### config.mk
export PLATFORM = sky130hd
export DESIGN_NAME = ggfg_out
export DESIGN_NICKNAME = d
export VERILOG_FILES = /design/src/rtl/core/ggfg_pkg.sv /design/src/rtl/core/ggfg_out.sv
export SDC_FILE = /design/constraint.sdc
export NUM_CORES = 2
export LEC_CHECK = 0
export ABC_AREA = 1
export BUFFER_PORTS_ARGS = -buffer_cell sky130_fd_sc_hd__buf_2
export CORE_MARGIN = 2
export CORE_UTILIZATION = 50
export CTS_BUF_LIST = sky130_fd_sc_hd__clkbuf_8
export CTS_CLUSTER_DIAMETER = 150
export DETAILED_ROUTE_END_ITERATION = 16
export PLACE_DENSITY = 0.74
export SLEW_MARGIN = 20
export SYNTH_ARGS = -nofsm -noshare
export SYNTH_HDL_FRONTEND = slang
export SYNTH_SLANG_ARGS = --single-unit
### constraint.sdc
create_clock -name clk_i -period 5.2 [get_ports clk_i]
set_input_delay 0.78 -clock clk_i [delete_from_list [all_inputs] [get_ports clk_i]]
set_output_delay 0.78 -clock clk_i [all_outputs]
set_load 0.1 [all_outputs]
### src/rtl/core/ggfg_pkg.sv
// shared types, widths and constants for the generalized gaussian face gradient
// no dependencies
package ggfg_pkg;

  // build-time shape of the profile
  localparam int SHAPE_EXPONENT = 2;
  localparam int EXP_TABLE_BITS = 8;

  // datapath widths
  localparam int MAG_W = 33;             // |face - centre|
  localparam int U_W   = 23;             // scaled axis distance, capped at 64.0
  localparam int S_W   = 46;             // sum of squares, Q14.32
  localparam int R_W   = 23;             // radius, Q7.16
  localparam int T_W   = 22;             // r^n, capped at 32.0
  localparam int K_W   = 7;              // integer part of t*log2(e)
  localparam int M_W   = 33;             // mantissa, Q0.32 with room for 1.0
  localparam int G_W   = 17;             // exp(-t), Q1.16 in [0, 1.0]
  localparam int P_W   = 34;             // offset plus gain term
  localparam int PL_W  = 51;             // p times a distance half
  localparam int V_W   = 52;             // unsaturated result

  localparam logic [U_W-1:0] U_CAP     = U_W'(64 << 16);
  localparam logic [T_W-1:0] T_CAP     = T_W'(32 << 16);
  localparam logic [16:0]    LOG2E_Q16 = 17'd94548;

  // configuration register map
  localparam int CFG_AW = 3;
  localparam logic [CFG_AW-1:0] REG_PEAK_GAIN   = 3'd0;
  localparam logic [CFG_AW-1:0] REG_BASE_OFFSET = 3'd1;
  localparam logic [CFG_AW-1:0] REG_CENTRE_X    = 3'd2;
  localparam logic [CFG_AW-1:0] REG_CENTRE_Y    = 3'd3;
  localparam logic [CFG_AW-1:0] REG_CENTRE_Z    = 3'd4;
  localparam logic [CFG_AW-1:0] REG_INV_WIDTH_X = 3'd5;
  localparam logic [CFG_AW-1:0] REG_INV_WIDTH_Y = 3'd6;
  localparam logic [CFG_AW-1:0] REG_INV_WIDTH_Z = 3'd7;

  typedef struct packed {
    logic signed [31:0] peak_gain;
    logic signed [31:0] base_offset;
    logic signed [31:0] centre_x;
    logic signed [31:0] centre_y;
    logic signed [31:0] centre_z;
    logic [31:0]        inv_width_x;
    logic [31:0]        inv_width_y;
    logic [31:0]        inv_width_z;
  } cfg_t;

  // fields that ride along the pipeline untouched until the final stages
  typedef struct packed {
    logic signed [31:0] cell_value;
    logic [31:0]        face_distance;
  } side_t;

  // floor square root, elaboration use only
  function automatic longint unsigned isqrt_c(longint unsigned val);
    longint unsigned v;
    longint unsigned res;
    longint unsigned bitv;
    v    = val;
    res  = 0;
    bitv = 64'h4000_0000_0000_0000;
    for (int n = 0; n < 32; n++) begin
      if (v >= res + bitv) begin
        v   = v - (res + bitv);
        res = (res >> 1) + bitv;
      end else begin
        res = res >> 1;
      end
      bitv = bitv >> 2;
    end
    return res;
  endfunction

  // 2^(-2^-j) in Q0.32
  function automatic logic [31:0] exp_coef(int j);
    longint unsigned c;
    c = isqrt_c(64'h8000_0000_0000_0000);
    for (int n = 2; n <= j; n++) begin
      c = isqrt_c(c << 32);
    end
    return 32'(c);
  endfunction

endpackage

### src/rtl/core/ggfg_out.sv
// gain, offset, distance scaling, saturation and the output register
// depends on ggfg_pkg
module ggfg_out import ggfg_pkg::*; (
  input  logic               clk_i,
  input  logic               rst_ni,
  input  logic               en_i,
  input  logic               valid_i,
  input  logic [G_W-1:0]     gauss_i,
  input  side_t              side_i,
  input  cfg_t               cfg_i,
  output logic               valid_o,
  output logic signed [31:0] face_value_o,
  output logic               saturated_o
);

  logic [4:0]              v_q;
  logic signed [49:0]      pg_q;
  logic signed [P_W-1:0]   p_q  [2];
  logic signed [PL_W-1:0]  plo_q [2];
  logic signed [PL_W-1:0]  phi_q;
  logic signed [V_W-1:0]   sum_q;
  side_t                   side_q [4];
  logic                    out_v_q;
  logic signed [31:0]      out_q;
  logic                    sat_q;

  logic signed [G_W:0]     g_s;
  logic signed [16:0]      dlo_s;
  logic signed [16:0]      dhi_s;

  assign g_s   = {1'b0, gauss_i};
  assign dlo_s = {1'b0, side_q[1].face_distance[15:0]};
  assign dhi_s = {1'b0, side_q[2].face_distance[31:16]};

  always_ff @(posedge clk_i or negedge rst_ni) begin
    if (!rst_ni) begin
      v_q     <= '0;
      out_v_q <= 1'b0;
    end else if (en_i) begin
      v_q     <= {v_q[3:0], valid_i};
      out_v_q <= v_q[4];
    end
  end

  always_ff @(posedge clk_i) begin
    if (en_i) begin
      pg_q      <= cfg_i.peak_gain * g_s;
      side_q[0] <= side_i;
      p_q[0]    <= P_W'(pg_q >>> 16) + P_W'(cfg_i.base_offset);
      side_q[1] <= side_q[0];
      plo_q[0]  <= p_q[0] * dlo_s;
      p_q[1]    <= p_q[0];
      side_q[2] <= side_q[1];
      phi_q     <= p_q[1] * dhi_s;
      plo_q[1]  <= plo_q[0];
      side_q[3] <= side_q[2];
      sum_q     <= V_W'(side_q[3].cell_value) + V_W'(phi_q) + V_W'(plo_q[1] >>> 16);
      if (sum_q > 52'sd2147483647) begin
        out_q <= 32'sh7fff_ffff;
        sat_q <= 1'b1;
      end else if (sum_q < -52'sd2147483648) begin
        out_q <= 32'sh8000_0000;
        sat_q <= 1'b1;
      end else begin
        out_q <= sum_q[31:0];
        sat_q <= 1'b0;
      end
    end
  end

  assign valid_o      = out_v_q;
  assign face_value_o = out_q;
  assign saturated_o  = sat_q;

endmodule

# [After elaboration in Yosys (flattened, before gate mapping)]
# Memory sizes are Yosys's and may differ from the RTL's.
# Index checks and enable logic that the tools add are counted.
[word_totals] latch_bits=0 register_bits=192 input_bits=341 mem_bits_rw=426 out_inout_bits=34 word_cells=22 memories=3 mem_bits_ro=0
[mem_list] name="side_q" depth=4 width=64 rd=4 rd_clocked_by_memory_dff=0 write_ports=4 line_no="ggfg_out.sv:22" source="side_t side_q [4];"
[mem_list] name="plo_q" depth=2 width=51 rd=2 rd_clocked_by_memory_dff=0 write_ports=2 line_no="ggfg_out.sv:19" source="logic signed [PL_W-1:0] plo_q [2];"
[mem_list] name="p_q" depth=2 width=34 rd=2 rd_clocked_by_memory_dff=0 write_ports=2 line_no="ggfg_out.sv:18" source="logic signed [P_W-1:0] p_q [2];"
[op_classes] reduce_logical=0 add_sub_neg=3 div_mod_pow=0 shifts=0 n_mux=4 n_bitwise=0 n_mul=3 eq_ne=0 n_lt_le_gt_ge=2
[ops] operator="multiplier 34 x 17 -> 51 bit" count=2
[ops] operator="adder 32 x 51 -> 52 bit" count=1
[ops] operator="adder 52 x 35 -> 52 bit" count=1
[ops] operator="greater-than comparator 52 x 32 -> 1 bit, second input constant" count=1
[ops] operator="less-than comparator 52 x 32 -> 1 bit, second input constant" count=1
[ops] operator="multiplier 32 x 18 -> 50 bit" count=1
[ops] operator="adder 34 x 32 -> 34 bit" count=1
[ops] operator="two-way mux 32 bit" count=1
[ops] operator="two-way mux 1 bit" count=3

# [Logic depth before layout (Yosys ltp)]
# An unclocked memory read counts as a cell.
[depth] depth_word=3 mapped_depth=29 ltp_nobuf=27

# [Least setup slack after synthesis]
# OpenSTA, ideal clock, no wires.
[synth_timing] path_type="input -> register" start="input port cfg_i[255] (netlist name)" end="register pg_q[49], data pin" arrival_time_ps=5924 setup_time_ps=254 path_buffers=2 path_slack_ps=-977 stages=20 cell_sequence="clkbuf_1 clkbuf_1 nand2_1 inv_1 fa_1 fa_1 fa_1 fa_1 fa_1 inv_1 fa_1 inv_1 ha_1 a21oi_1 a21boi_0 nand2_1 a21oi_1 nand3_1 nand2_1 nand2_1"
[synth_between] elab_chain_len=1
[synth_lines] item="from (decl)" line_no="ggfg_out.sv:10" source="input cfg_t cfg_i,"
[synth_lines] item="multiplier 32 x 18 -> 50 bit" line_no="ggfg_out.sv:47" source="pg_q <= cfg_i.peak_gain * g_s;"
[synth_lines] item="to (signal assigned)" line_no="ggfg_out.sv:47"
[synth_lines] item="to (decl)" line_no="ggfg_out.sv:17" source="logic signed [49:0] pg_q;"
# Every way passes these cells.
# A chain may end at the register's enable or synchronous reset.

==> out/metrics.cfg <==
[status]
outcome = finished, violations left
violations = setup timing

[finish]
area_growth_pct = 23.7
fin_nets = 13560
instances_no_fill = 13458
fin_util_pct = 62.3
layout-drive-gt1-share_pct = 22.9

[grt]
track_usage_pct = 28.5
grt_pass1_wl_mm = 387
antenna_found_initial = 9
grt_pass1_vias = 73502
grt-ovfl-total = 0
grt_start_max_net_pins = 129

[clocking]
path_clk_slew_ps = 60
clock_latency_ps = 840
cts_sinks = 522
cts_tree = done
cts-htree-levels = 3
cts_buffer_depth = 3
cts_buffers = 91
cts_root_buf = clkbuf_8

[setup_path]
arrival_ps = 6400
slowest_stage = fa_1
cp_top_family = adder cells
slowest_delay_ps = 550
critPathRequiredTime_ps = 5710
worst-path-buf-inv = 11
crit_path_start_kind = flop
cp.depth = 25
path_max_fanout = 6
ff2ff_path_depth = 25
cp-end-kind = flop
crit_top_cell = fa_1
path_class = flop to flop

[placement]
place.gp.congestion = 0.998
hpwlAfterDp_mm = 203
portBuffers = 182
place_inst = 13149

[timing]
max_freq_mhz = 170
slew_headroom_pct = 32.3
finalCriticalPeriod_ps = 5900
finalCritPeriodShare_pct = 113
worst_pin_slew_ps = 1020
slew_violations = 0
worst_slack_ps = -697
setup_tns_ps = -39440
rsz0062_at_grt = yes
setup_violations = 103
finalHoldViolations = 0
clock_skew_ps = 75.2

[logic_synthesis]
ys_ff_latch = 522
syn_avg_cell_area_um2 = 8.22
synth_seq_area_share_pct = 18.5
synth_fp_nets = 12660
syn_area_mm2 = 0.0845
synth_warnings = 0
synth_cell_types = 42
netlist_instances = 10277

[route]
antenna_left = 0
top_layer = met5
drt-met1-wl_mm = 96.3
wl_met2_mm = 124
first_iter_violations = 4850
wire_per_inst_um = 18.8
via_per_inst = 5.15
vias = 69283
totalWireLength_mm = 253
drc = 0
dr.pass1.iters = 8
wl_met3_mm = 17.6

[die]
start_util_pct = 50.4
num_io_pins = 375
die_w_um = 415
die_area_mm2 = 0.172
fp.dieH_um = 415
rows = 150
coreArea_mm2 = 0.168

[run]
drv_cap = 0

[min_path]
hold_path_depth = 1
hp-class = input port to flop

[layout make-up]
class	count	area (µm²)
Antenna cell	6	15.0
Sequential cell	522	15600
Tap cell	2204	2760
Clock buffer	91	1250
Inverter	2988	11200
Fill cell	13493	63100
Timing Repair Buffer	1191	10800
Clock inverter	73	664
Multi-Input combinational cell	6383	62100
[synthesized netlist by cell type]
cell type | count | area, µm²
nand2_1 | 3002 | 11300
inv_1 | 2981 | 11200
fa_1 | 1604 | 32100
edfxtp_1 | 516 | 15500
ha_1 | 438 | 5480
clkbuf_1 | 378 | 1420
nor2_1 | 326 | 1220
a21oi_1 | 259 | 1300
nand3_1 | 200 | 1000
o21ai_0 | 143 | 716
xor2_1 | 105 | 920
nand4_1 | 71 | 444
nor3_1 | 35 | 175
nand2_2 | 33 | 206
o21bai_1 | 31 | 233
xnor2_1 | 22 | 193
a21o_1 | 12 | 90.1
a21boi_0 | 10 | 75.1
nor2_2 | 10 | 62.6
nor4_1 | 10 | 62.6
o21ai_1 | 10 | 50.1
and2_1 | 9 | 56.3
nand3b_1 | 8 | 60.1
inv_2 | 7 | 26.3
nand3_2 | 7 | 70.1
o21a_1 | 7 | 52.6
buf_6 | 6 | 67.6
dfrtp_1 | 6 | 150
nor3_2 | 6 | 60.1
nor2_4 | 4 | 45.0
and3_1 | 3 | 18.8
or2_2 | 3 | 18.8
a31oi_1 | 2 | 12.5
and2_0 | 2 | 12.5
nor4_2 | 2 | 25.0
o211ai_1 | 2 | 15.0
or2_1 | 2 | 12.5
nand4_2 | 1 | 12.5
nor3_4 | 1 | 16.3
o21ai_2 | 1 | 8.76
o31ai_4 | 1 | 21.3
o41ai_4 | 1 | 27.5
[what timing repair did]
action	CTS	global route
endpoints found under the setup margin	103	108
hold buffers	1	0
endpoints found under the hold margin	6	0
pin swaps	249	560
buffers inserted	35	109
gates resized for setup	540	903
gates cloned	4	15
[final timing paths]
| path | start | to | slack, ps |
|---|---|---|---|
| setup / recovery | side_q[1][5]$_DFFE_PP_ | plo_q[0][42]$_DFFE_PP_ | -700 |
| hold / removal | side_i[63] | side_q[0][63]$_DFFE_PP_ | 120 |
| setup reg to reg | side_q[1][5]$_DFFE_PP_ | plo_q[0][42]$_DFFE_PP_ | -700 |
| hold reg to reg | plo_q[0][41]$_DFFE_PP_ | plo_q[0][92]$_DFFE_PP_ | 350 |
| max in group asynchronous | rst_ni | v_q[0]$_DFFE_PN0P_ | 4720 |
| min in group asynchronous | rst_ni | v_q[1]$_DFFE_PN0P_ | 340 |
[metrics by stage]
stage	worst slack [ps]	hold slack [ps]	cell area, µm²
after floorplan	-532	400	86700
after global placement	-973	401	96000
after detailed placement	-1060	405	96000
after CTS	-598	27.2	100000
after global routing	-793	77.0	104000
final	-697	121	104000
[metal layers]
metal | GRT usage, % | vias up
li1 | - | 31355
met5 | 0 | -
met3 | 3.52 | 836
met2 | 49.3 | 2851
met4 | 13.1 | 4
met1 | 35.7 | 34237
[sequential cells by signal, indices dropped and copies added (netlist names)]
name	flops
sum_q	52
v_q	5
plo_q	70
p_q	68
face_value_o	32
side_q	208
pg_q	34
valid_o	1
phi_q	51
saturated_o	1
[logic make-up (layout without fill, tap and decap cells)]
logic type / after synthesis / after routing / synth area share (%)
AND/OR/NAND/NOR: 3735 / 3735 / 17.6
buffers and inverters: 3372 / 4343 / 15.0
adder cells (fa/ha/maj): 2042 / 2042 / 44.5
flip-flops: 522 / 522 / 18.5
AO/OA/AOI/OAI: 479 / 479 / 3.07
XOR/XNOR: 127 / 127 / 1.32
other: 0 / 6 / 0
[placed cells by master, fill, tap and decap left out, drive strengths merged]
cell type    synthesis  routed
o211ai               2       2
nand3              207     207
and3                 3       3
a21boi              10      10
xor2               105     105
bufinv               0       9
inv               2988    3017
edfxtp             516     516
o21bai              31      31
a21oi              259     259
o31ai                1       1
clkbuf             378     106
diode                0       6
a31oi                2       2
nor3                42      42
nor2               340     340
nand2             3035    3035
and2                11      11
buf                  6    1175
xnor2               22      22
fa                1604    1604
nand4               72      72
o21ai              154     154
dlygate4sd3          0       1
clkinv               0      30
nand3b               8       8
nor4                12      12
clkinvlp             0       5
o21a                 7       7
dfrtp                6       6
a21o                12      12
or2                  5       5
o41ai                1       1
ha                 438     438
Power is left out: the tool's default activity adds up to more than one toggle a clock period on the data nets, which glitch-free logic cannot reach.
