--- src/rtl/core/ggfg_pkg.sv ---
// shared types, widths and constants for the generalized gaussian face gradient
// no dependencies
package ggfg_pkg;

  // build-time shape of the profile
  localparam int SHAPE_EXPONENT = 2;
  localparam int EXP_TABLE_BITS = 8;

  // datapath widths
  localparam int MAG_W = 33;             // |face - centre|
  localparam int U_W   = 23;             // scaled axis distance, capped at 64.0
  localparam int S_W   = 46;             // sum of squares, Q14.32
  localparam int R_W   = 23;             // radius, Q7.16
  localparam int T_W   = 22;             // r^n, capped at 32.0
  localparam int K_W   = 7;              // integer part of t*log2(e)
  localparam int M_W   = 33;             // mantissa, Q0.32 with room for 1.0
  localparam int G_W   = 17;             // exp(-t), Q1.16 in [0, 1.0]
  localparam int P_W   = 34;             // offset plus gain term
  localparam int PL_W  = 51;             // p times a distance half
  localparam int V_W   = 52;             // unsaturated result

  localparam logic [U_W-1:0] U_CAP     = U_W'(64 << 16);
  localparam logic [T_W-1:0] T_CAP     = T_W'(32 << 16);
  localparam logic [16:0]    LOG2E_Q16 = 17'd94548;

  // configuration register map
  localparam int CFG_AW = 3;
  localparam logic [CFG_AW-1:0] REG_PEAK_GAIN   = 3'd0;
  localparam logic [CFG_AW-1:0] REG_BASE_OFFSET = 3'd1;
  localparam logic [CFG_AW-1:0] REG_CENTRE_X    = 3'd2;
  localparam logic [CFG_AW-1:0] REG_CENTRE_Y    = 3'd3;
  localparam logic [CFG_AW-1:0] REG_CENTRE_Z    = 3'd4;
  localparam logic [CFG_AW-1:0] REG_INV_WIDTH_X = 3'd5;
  localparam logic [CFG_AW-1:0] REG_INV_WIDTH_Y = 3'd6;
  localparam logic [CFG_AW-1:0] REG_INV_WIDTH_Z = 3'd7;

  typedef struct packed {
    logic signed [31:0] peak_gain;
    logic signed [31:0] base_offset;
    logic signed [31:0] centre_x;
    logic signed [31:0] centre_y;
    logic signed [31:0] centre_z;
    logic [31:0]        inv_width_x;
    logic [31:0]        inv_width_y;
    logic [31:0]        inv_width_z;
  } cfg_t;

  // fields that ride along the pipeline untouched until the final stages
  typedef struct packed {
    logic signed [31:0] cell_value;
    logic [31:0]        face_distance;
  } side_t;

  // floor square root, elaboration use only
  function automatic longint unsigned isqrt_c(longint unsigned val);
    longint unsigned v;
    longint unsigned res;
    longint unsigned bitv;
    v    = val;
    res  = 0;
    bitv = 64'h4000_0000_0000_0000;
    for (int n = 0; n < 32; n++) begin
      if (v >= res + bitv) begin
        v   = v - (res + bitv);
        res = (res >> 1) + bitv;
      end else begin
        res = res >> 1;
      end
      bitv = bitv >> 2;
    end
    return res;
  endfunction

  // 2^(-2^-j) in Q0.32
  function automatic logic [31:0] exp_coef(int j);
    longint unsigned c;
    c = isqrt_c(64'h8000_0000_0000_0000);
    for (int n = 2; n <= j; n++) begin
      c = isqrt_c(c << 32);
    end
    return 32'(c);
  endfunction

endpackage

--- src/rtl/core/ggfg_isqrt.sv ---
// pipelined floor square root, one result bit per stage
// depends on ggfg_pkg
module ggfg_isqrt import ggfg_pkg::*; (
  input  logic           clk_i,
  input  logic           rst_ni,
  input  logic           en_i,
  input  logic           valid_i,
  input  logic [S_W-1:0] sum_i,
  input  side_t          side_i,
  output logic           valid_o,
  output logic [R_W-1:0] root_o,
  output side_t          side_o
);

  localparam int REM_W = R_W + 2;

  logic [REM_W-1:0] rem_q  [R_W];
  logic [R_W-1:0]   root_q [R_W];
  logic [S_W-1:0]   rad_q  [R_W];
  logic [R_W-1:0]   v_q;
  side_t            side_q [R_W];

  for (genvar i = 0; i < R_W; i++) begin : g_step
    logic [REM_W-1:0] rem_in;
    logic [R_W-1:0]   root_in;
    logic [S_W-1:0]   rad_in;
    side_t            side_in;
    logic             v_in;
    logic [REM_W-1:0] rem_sh;
    logic [REM_W-1:0] trial;

    if (i == 0) begin : g_first
      assign rem_in  = '0;
      assign root_in = '0;
      assign rad_in  = sum_i;
      assign side_in = side_i;
      assign v_in    = valid_i;
    end else begin : g_next
      assign rem_in  = rem_q[i-1];
      assign root_in = root_q[i-1];
      assign rad_in  = rad_q[i-1];
      assign side_in = side_q[i-1];
      assign v_in    = v_q[i-1];
    end

    assign rem_sh = {rem_in[REM_W-3:0], rad_in[S_W-1 -: 2]};
    assign trial  = {root_in, 2'b01};

    always_ff @(posedge clk_i or negedge rst_ni) begin
      if (!rst_ni) begin
        v_q[i] <= 1'b0;
      end else if (en_i) begin
        v_q[i] <= v_in;
      end
    end

    always_ff @(posedge clk_i) begin
      if (en_i) begin
        rad_q[i]  <= {rad_in[S_W-3:0], 2'b00};
        side_q[i] <= side_in;
        if (rem_sh >= trial) begin
          rem_q[i]  <= rem_sh - trial;
          root_q[i] <= {root_in[R_W-2:0], 1'b1};
        end else begin
          rem_q[i]  <= rem_sh;
          root_q[i] <= {root_in[R_W-2:0], 1'b0};
        end
      end
    end
  end

  assign valid_o = v_q[R_W-1];
  assign root_o  = root_q[R_W-1];
  assign side_o  = side_q[R_W-1];

endmodule

--- config.mk ---
export PLATFORM = sky130hd
export DESIGN_NAME = ggfg_isqrt
export DESIGN_NICKNAME = d
export VERILOG_FILES = /design/src/rtl/core/ggfg_pkg.sv /design/src/rtl/core/ggfg_isqrt.sv
export SDC_FILE = /design/constraint.sdc
export NUM_CORES = 2
export LEC_CHECK = 0
export ABC_AREA = 1
export ABC_CLOCK_PERIOD_IN_PS = 4400
export BUFFER_PORTS_ARGS = -buffer_cell sky130_fd_sc_hd__clkbuf_2
export CAP_MARGIN = 20
export CORE_MARGIN = 2
export CORE_UTILIZATION = 55
export DETAILED_ROUTE_END_ITERATION = 8
export PLACE_DENSITY = 0.72
export SLEW_MARGIN = 20
export SYNTH_ARGS = -nofsm -noshare
export SYNTH_HDL_FRONTEND = slang
export SYNTH_SLANG_ARGS = --single-unit
export TNS_END_PERCENT = 100
--- constraint.sdc ---
create_clock -name clk_i -period 4.4 [get_ports clk_i]
set_input_delay 0.66 -clock clk_i [delete_from_list [all_inputs] [get_ports clk_i]]
set_output_delay 0.66 -clock clk_i [all_outputs]
set_load 0.005 [all_outputs]
# == After elaboration in Yosys (flattened, before gate mapping) ==
# Memory sizes are Yosys's and may differ from the RTL's.
# Index checks and enable logic that the tools add are counted.
# word_totals
register_bits,23
mem_bits_rw,3588
output_inout_bits,88
in_bits,114
mem_count,4
elab_cells,305
# op_classes
mux,186
order_cmp,23
n_bitwise,46
n_addsub,23
# mem_list
name,words,width,rd,rd_ports_with_merged_regs,wr,line_no,source
side_q,23,64,23,0,23,ggfg_isqrt.sv:21,side_t side_q [R_W];
rad_q,23,44,22,0,23,ggfg_isqrt.sv:19,logic [S_W-1:0] rad_q [R_W];
rem_q,23,25,22,0,23,ggfg_isqrt.sv:17,logic [REM_W-1:0] rem_q [R_W];
root_q,23,23,23,0,23,ggfg_isqrt.sv:18,logic [R_W-1:0] root_q [R_W];
# op_table
op,count
$mux 25,23
$ge 25x25->1,22
$sub 25x25->25,22
$mux 23,23
$mux 1,140
$or 1x1->1,46
$sub 2x1->3 const B,1
$ge 2x1->1 const B,1

# == Longest topological paths before layout ==
# An unclocked memory read counts as a cell.
# logic_depth
depth_word,6
mapped_depth,16
ltp_nobuf,15

# == Least setup slack after synthesis ==
# OpenSTA, ideal clock, no wires.
# synth_timing
path_type,input to register
startpoint,input port en_i
endpoint,memory rem_q[2][75] in the netlist's numbering (enable)
setup_ps,415
n_path_buf,3
required_time_ps,3985
slack_ps,1702
cell_stages,3
arrival_ps,2283
cell_sequence,buf_4 clkbuf_1 clkbuf_1
# synth_rtl
item,line_no,source
from (decl),ggfg_isqrt.sv:6,"input logic en_i,"
to (decl),ggfg_isqrt.sv:17,

==> results.py <==
metrics = {
    "status": {
        "result_of_the_run": "finished clean",
    },
    "sta": {
        "pin_slew_with_the_least_headroom_to_its_limit_ns": 1.12,
        "final.period_utilization_pct": 74.3,
        "setup_repair_after_global_routing_missed_its_margin": "false",
        "number_of_failing_setup_endpoints_in_the_final_timing_report": 0,
        "shortest_period_the_worst_path_allows_ns": 3.27,
        "relative_slew_slack_pct": 25.4,
        "final-max-slew-violation-count": 0,
        "fmax_ghz": 0.306,
        "skew_ns": 0.0528,
        "hold_viol_final": 0,
        "timing.setup.tns_ns": 0,
        "finalWorstSetupSlack_ns": 1.13,
    },
    "worst_hold_path": {
        "worst_hold_startpoint": "sum_i[44]",
        "hold-path-cell-count": 2,
        "min_delay_worst_endpoint": "rem_q[0][0]$_DFFE_PP_",
        "timing.hold.worst.class": "input port to register",
    },
    "cells_and_area": {
        "num-fill-cells": 16000,
        "area_delta_synth_final_pct": 13.0,
        "final_layout_size_suffix_gt1_share_pct": 7.28,
        "fin_nets": 10600,
    },
    "synthesis": {
        "yosys-top-cells-area": "sky130_fd_sc_hd__edfxtp_1 71%, sky130_fd_sc_hd__nand2_1 9.0%, sky130_fd_sc_hd__inv_1 4.6%",
        "post_synth.cell_area_avg_sq_um": 11.9,
        "synth_seq_area_share_pct": 71.9,
        "synthDistinctLibCells": 49,
        "dominantRegCellSynth": "sky130_fd_sc_hd__edfxtp_1",
        "synth_seq_cells": 2755,
        "synth-warning-count": 0,
        "count_of_mapped_cells_out_of_synthesis": 9623,
        "synth.largest_area_cell": "sky130_fd_sc_hd__edfxtp_1",
        "synth-async-reset-ratio_pct": 0.835,
        "syn-num-nets": 10000,
        "post_syn_area_sq_um": 115000,
        "synth_top_area_share_pct": 71.3,
        "synth-edff-count": 2731,
    },
    "setup_path": {
        "critical_path_arrival_ns": 3.89,
        "critical_path.slowest_cell": "sky130_fd_sc_hd__nand2_1",
        "worst-path-max-fanout": 24,
        "crit-reg2reg-launch": "root_q[2][24]$_DFFE_PP_",
        "cp_top_family": "simple AND/OR/NAND/NOR gates",
        "worstSetupEndpointType": "register",
        "critPathLaunchType": "register",
        "timing.critical_path.cells": "inv_1, ha_1, nand2_1, inv_1, nand2_1, nand2_1, nand2_1, nand3_1, nand2_1, nand2_1, nand2_1, nand2_2, nand2_1, inv_1",
        "slowest_delay_ns": 0.62,
        "worst_path_most_repeated_cell": "sky130_fd_sc_hd__nand2_1",
        "worst-path-buf-inv": 3,
        "timing.rr.end": "rem_q[2][72]$_DFFE_PP_",
        "ff2ff_path_depth": 14,
        "critical_path_required_ns": 5.02,
        "setup.worst_path.class": "register to register",
        "critical_path_depth": 14,
        "timing.reg2reg.setup_slack_ns": 1.13,
    },
    "placement": {
        "hpwl_um": 175000,
        "finalWeightedCongestion": 0.944,
        "i_o_buffers": 201,
        "place_ws_ns": 1.17,
    },
    "global_routing": {
        "gr-usage-all-layers_pct": 23.3,
        "grt.overflow.total": 0,
        "pin_count_of_the_biggest_net_entering_global_routing": 204,
        "grt_pass1_vias": 67100,
        "grt_antenna_before_repair": 5,
        "grt_pass1_wl_um": 381000,
    },
    "power": {
        "power.density_nw_per_um2": 505,
        "maximum_vdd_drop_mv": 0.499,
        "static-leakage-power_nw": 53.9,
    },
    "floorplan": {
        "design.core.area_sq_um": 207000,
        "design.die.area_sq_um": 213000,
        "die_w_um": 461,
        "die_y_um": 461,
        "io_pins": 202,
        "num_rows": 167,
        "initial_utilization_pct": 55.4,
    },
    "clock_tree": {
        "clockRootBuffer": "sky130_fd_sc_hd__clkbuf_16",
        "cts_made_buffers": 295,
        "htree_levels": 5,
        "cts_setup_buffers": 0,
        "cts.repair.resized": 0,
        "number_of_buffers_between_clock_root_and_the_deepest_sink": 4,
        "cts_sinks": 2755,
        "worst_setup_hold_path_clk_slew_ns": 0.06,
        "clk_latency_ns": 0.91,
        "cts_tree": "built",
    },
    "detailed_routing": {
        "drt_first_iter_violations": 5852,
        "finalWirelength_um": 247000,
        "drt_pre_antenna_iters": 6,
        "vias": 68500,
        "drc": 0,
        "via_per_inst": 5.20,
        "antenna_violating_nets_post_route": 0,
        "routed_wire_length_per_instance_um": 18.7,
    },
    "job": {
        "timing.max_cap.violations": 0,
    },
}
## final cells by class
type / instances / area [sq um] / area share (%)
Inverter: 1417 / 5320 / 4.10
Antenna cell: 1 / 2.50 / 0.00193
Clock buffer: 355 / 7790 / 6.00
Sequential cell: 2755 / 82600 / 63.6
Timing Repair Buffer: 355 / 2700 / 2.08
Tap cell: 2788 / 3490 / 2.69
Clock inverter: 146 / 1540 / 1.18
Multi-Input combinational cell: 5350 / 26400 / 20.3
## logic make-up after synthesis
logic type | after synthesis | share of synthesized area (%)
AOI/OAI and AO/OA | 396 | 1.85
xor gates and xnor gates | 212 | 1.62
buffers and inverters | 1518 | 5.16
adders and majority gates | 301 | 3.28
DFF | 2755 | 71.9
and+or+nand+nor | 4441 | 16.2
## worst max path at each step
stage,from,end,slack [ns]
5_1_grt,rem_q[2][59]$_DFFE_PP_,rem_q[2][84]$_DFFE_PP_,0.89
2_1_floorplan,en_i,rem_q[2][75]$_DFFE_PP_,1.70
3_5_place_dp,root_q[2][24]$_DFFE_PP_,rem_q[2][72]$_DFFE_PP_,1.17
4_1_cts,root_q[2][24]$_DFFE_PP_,rem_q[2][72]$_DFFE_PP_,1.11
3_3_place_gp,en_i,rem_q[2][122]$_DFFE_PP_,1.23
6_report,root_q[2][24]$_DFFE_PP_,rem_q[2][72]$_DFFE_PP_,1.13
## cells in the mapped netlist (2+ instances only)
cell type                      n
sky130_fd_sc_hd__a21boi_0      2
sky130_fd_sc_hd__a21o_1        2
sky130_fd_sc_hd__a21oi_1     204
sky130_fd_sc_hd__and2_1       11
sky130_fd_sc_hd__buf_2        34
sky130_fd_sc_hd__buf_4        20
sky130_fd_sc_hd__buf_6        16
sky130_fd_sc_hd__clkbuf_1     30
sky130_fd_sc_hd__dfrtp_1      23
sky130_fd_sc_hd__edfxtp_1   2731
sky130_fd_sc_hd__ha_1        301
sky130_fd_sc_hd__inv_1      1410
sky130_fd_sc_hd__inv_2         7
sky130_fd_sc_hd__nand2_1    2741
sky130_fd_sc_hd__nand2_2      20
sky130_fd_sc_hd__nand2_4       4
sky130_fd_sc_hd__nand3_1     604
sky130_fd_sc_hd__nand3_2      12
sky130_fd_sc_hd__nand3b_1     50
sky130_fd_sc_hd__nand4_1     157
sky130_fd_sc_hd__nand4_2       2
sky130_fd_sc_hd__nor2_1      653
sky130_fd_sc_hd__nor2_2       26
sky130_fd_sc_hd__nor2_4       10
sky130_fd_sc_hd__nor3_1      103
sky130_fd_sc_hd__nor3_2        8
sky130_fd_sc_hd__nor3_4        3
sky130_fd_sc_hd__nor3b_1       5
sky130_fd_sc_hd__nor4_1       23
sky130_fd_sc_hd__o2111ai_1     3
sky130_fd_sc_hd__o211ai_1      9
sky130_fd_sc_hd__o21a_1        5
sky130_fd_sc_hd__o21ai_0     121
sky130_fd_sc_hd__o21ai_1      23
sky130_fd_sc_hd__o21bai_1     22
sky130_fd_sc_hd__or2_1         2
sky130_fd_sc_hd__or2_2         4
sky130_fd_sc_hd__xnor2_1      63
sky130_fd_sc_hd__xor2_1      149
## layout by cell type, fill, tap and decap left out, types with 5 or more instances in the layout
master	instances
sky130_fd_sc_hd__nand3_1	604
sky130_fd_sc_hd__a21oi_1	204
sky130_fd_sc_hd__dlygate4sd3_1	109
sky130_fd_sc_hd__buf_12	21
sky130_fd_sc_hd__dfrtp_1	23
sky130_fd_sc_hd__nor4_1	23
sky130_fd_sc_hd__inv_6	15
sky130_fd_sc_hd__nor3b_1	5
sky130_fd_sc_hd__clkbuf_8	6
sky130_fd_sc_hd__nor2_1	653
sky130_fd_sc_hd__nand3b_1	50
sky130_fd_sc_hd__clkinv_2	34
sky130_fd_sc_hd__clkinv_1	42
sky130_fd_sc_hd__clkbuf_1	48
sky130_fd_sc_hd__o21bai_1	22
sky130_fd_sc_hd__nor3_1	102
sky130_fd_sc_hd__ha_1	301
sky130_fd_sc_hd__xor2_1	149
sky130_fd_sc_hd__edfxtp_1	2731
sky130_fd_sc_hd__nor2_2	26
sky130_fd_sc_hd__o21a_1	5
sky130_fd_sc_hd__o21ai_1	23
sky130_fd_sc_hd__o21ai_0	121
sky130_fd_sc_hd__clkbuf_2	200
sky130_fd_sc_hd__nand2_2	20
sky130_fd_sc_hd__inv_2	7
sky130_fd_sc_hd__and2_1	11
sky130_fd_sc_hd__bufinv_16	27
sky130_fd_sc_hd__nor2_4	10
sky130_fd_sc_hd__clkbuf_16	301
sky130_fd_sc_hd__nand4_1	157
sky130_fd_sc_hd__nand3_2	12
sky130_fd_sc_hd__inv_1	1410
sky130_fd_sc_hd__xnor2_1	63
sky130_fd_sc_hd__clkinvlp_4	16
sky130_fd_sc_hd__nor3_2	9
sky130_fd_sc_hd__buf_4	25
sky130_fd_sc_hd__nand2_1	2741
sky130_fd_sc_hd__o211ai_1	9
sky130_fd_sc_hd__clkinv_4	7
## per-stage QoR
| step | hold WS [ns] | power, mW | cell area (sq um) | std cells | utilization, % |
|---|---|---|---|---|---|
| floorplan | 0.364 | 38.6 | 115000 | 9623 | - |
| global placement | 0.400 | 42.0 | 119000 | 12600 | 57.6 |
| detailed placement | 0.405 | 42.1 | 119000 | 12600 | 57.6 |
| CTS | 0.0612 | 66.2 | 130000 | 13200 | 62.6 |
| global route | 0.0806 | 68.5 | 130000 | 13200 | 62.6 |
| finish | 0.118 | 65.6 | 130000 | 13200 | 62.6 |
## repair_timing
item / in CTS / in global routing
hold buffers: 109 / 0
hold endpoints to repair: 131 / 0
setup endpoints to repair: 0 / 0
## power breakdown
part	switching, mW	internal (mW)	leakage [nW]
combinational	6.08	2.76	22.5
sequential	1.35	31.5	26.9
clock	9.65	14.2	4.53
total	17.1	48.5	53.9
## registers in the layout, summed over array words and instances, names as in the netlist
register and flops:
root_q 276, valid_o 1, rem_q 478, rad_q 506
g_step.v_in 22, side_q 1472
## metal layers
layer,track usage (%),wire (um),up-vias,part of all wire (%)
li1,-,-,33500,-
met2,38.7,120000,1798,48
met1,32.1,108000,32700,44
met3,3.14,11900,436,4.8
met4,6.96,6880,0,2.8
met5,0,0,-,0
(Power assumes the default switching activity.)
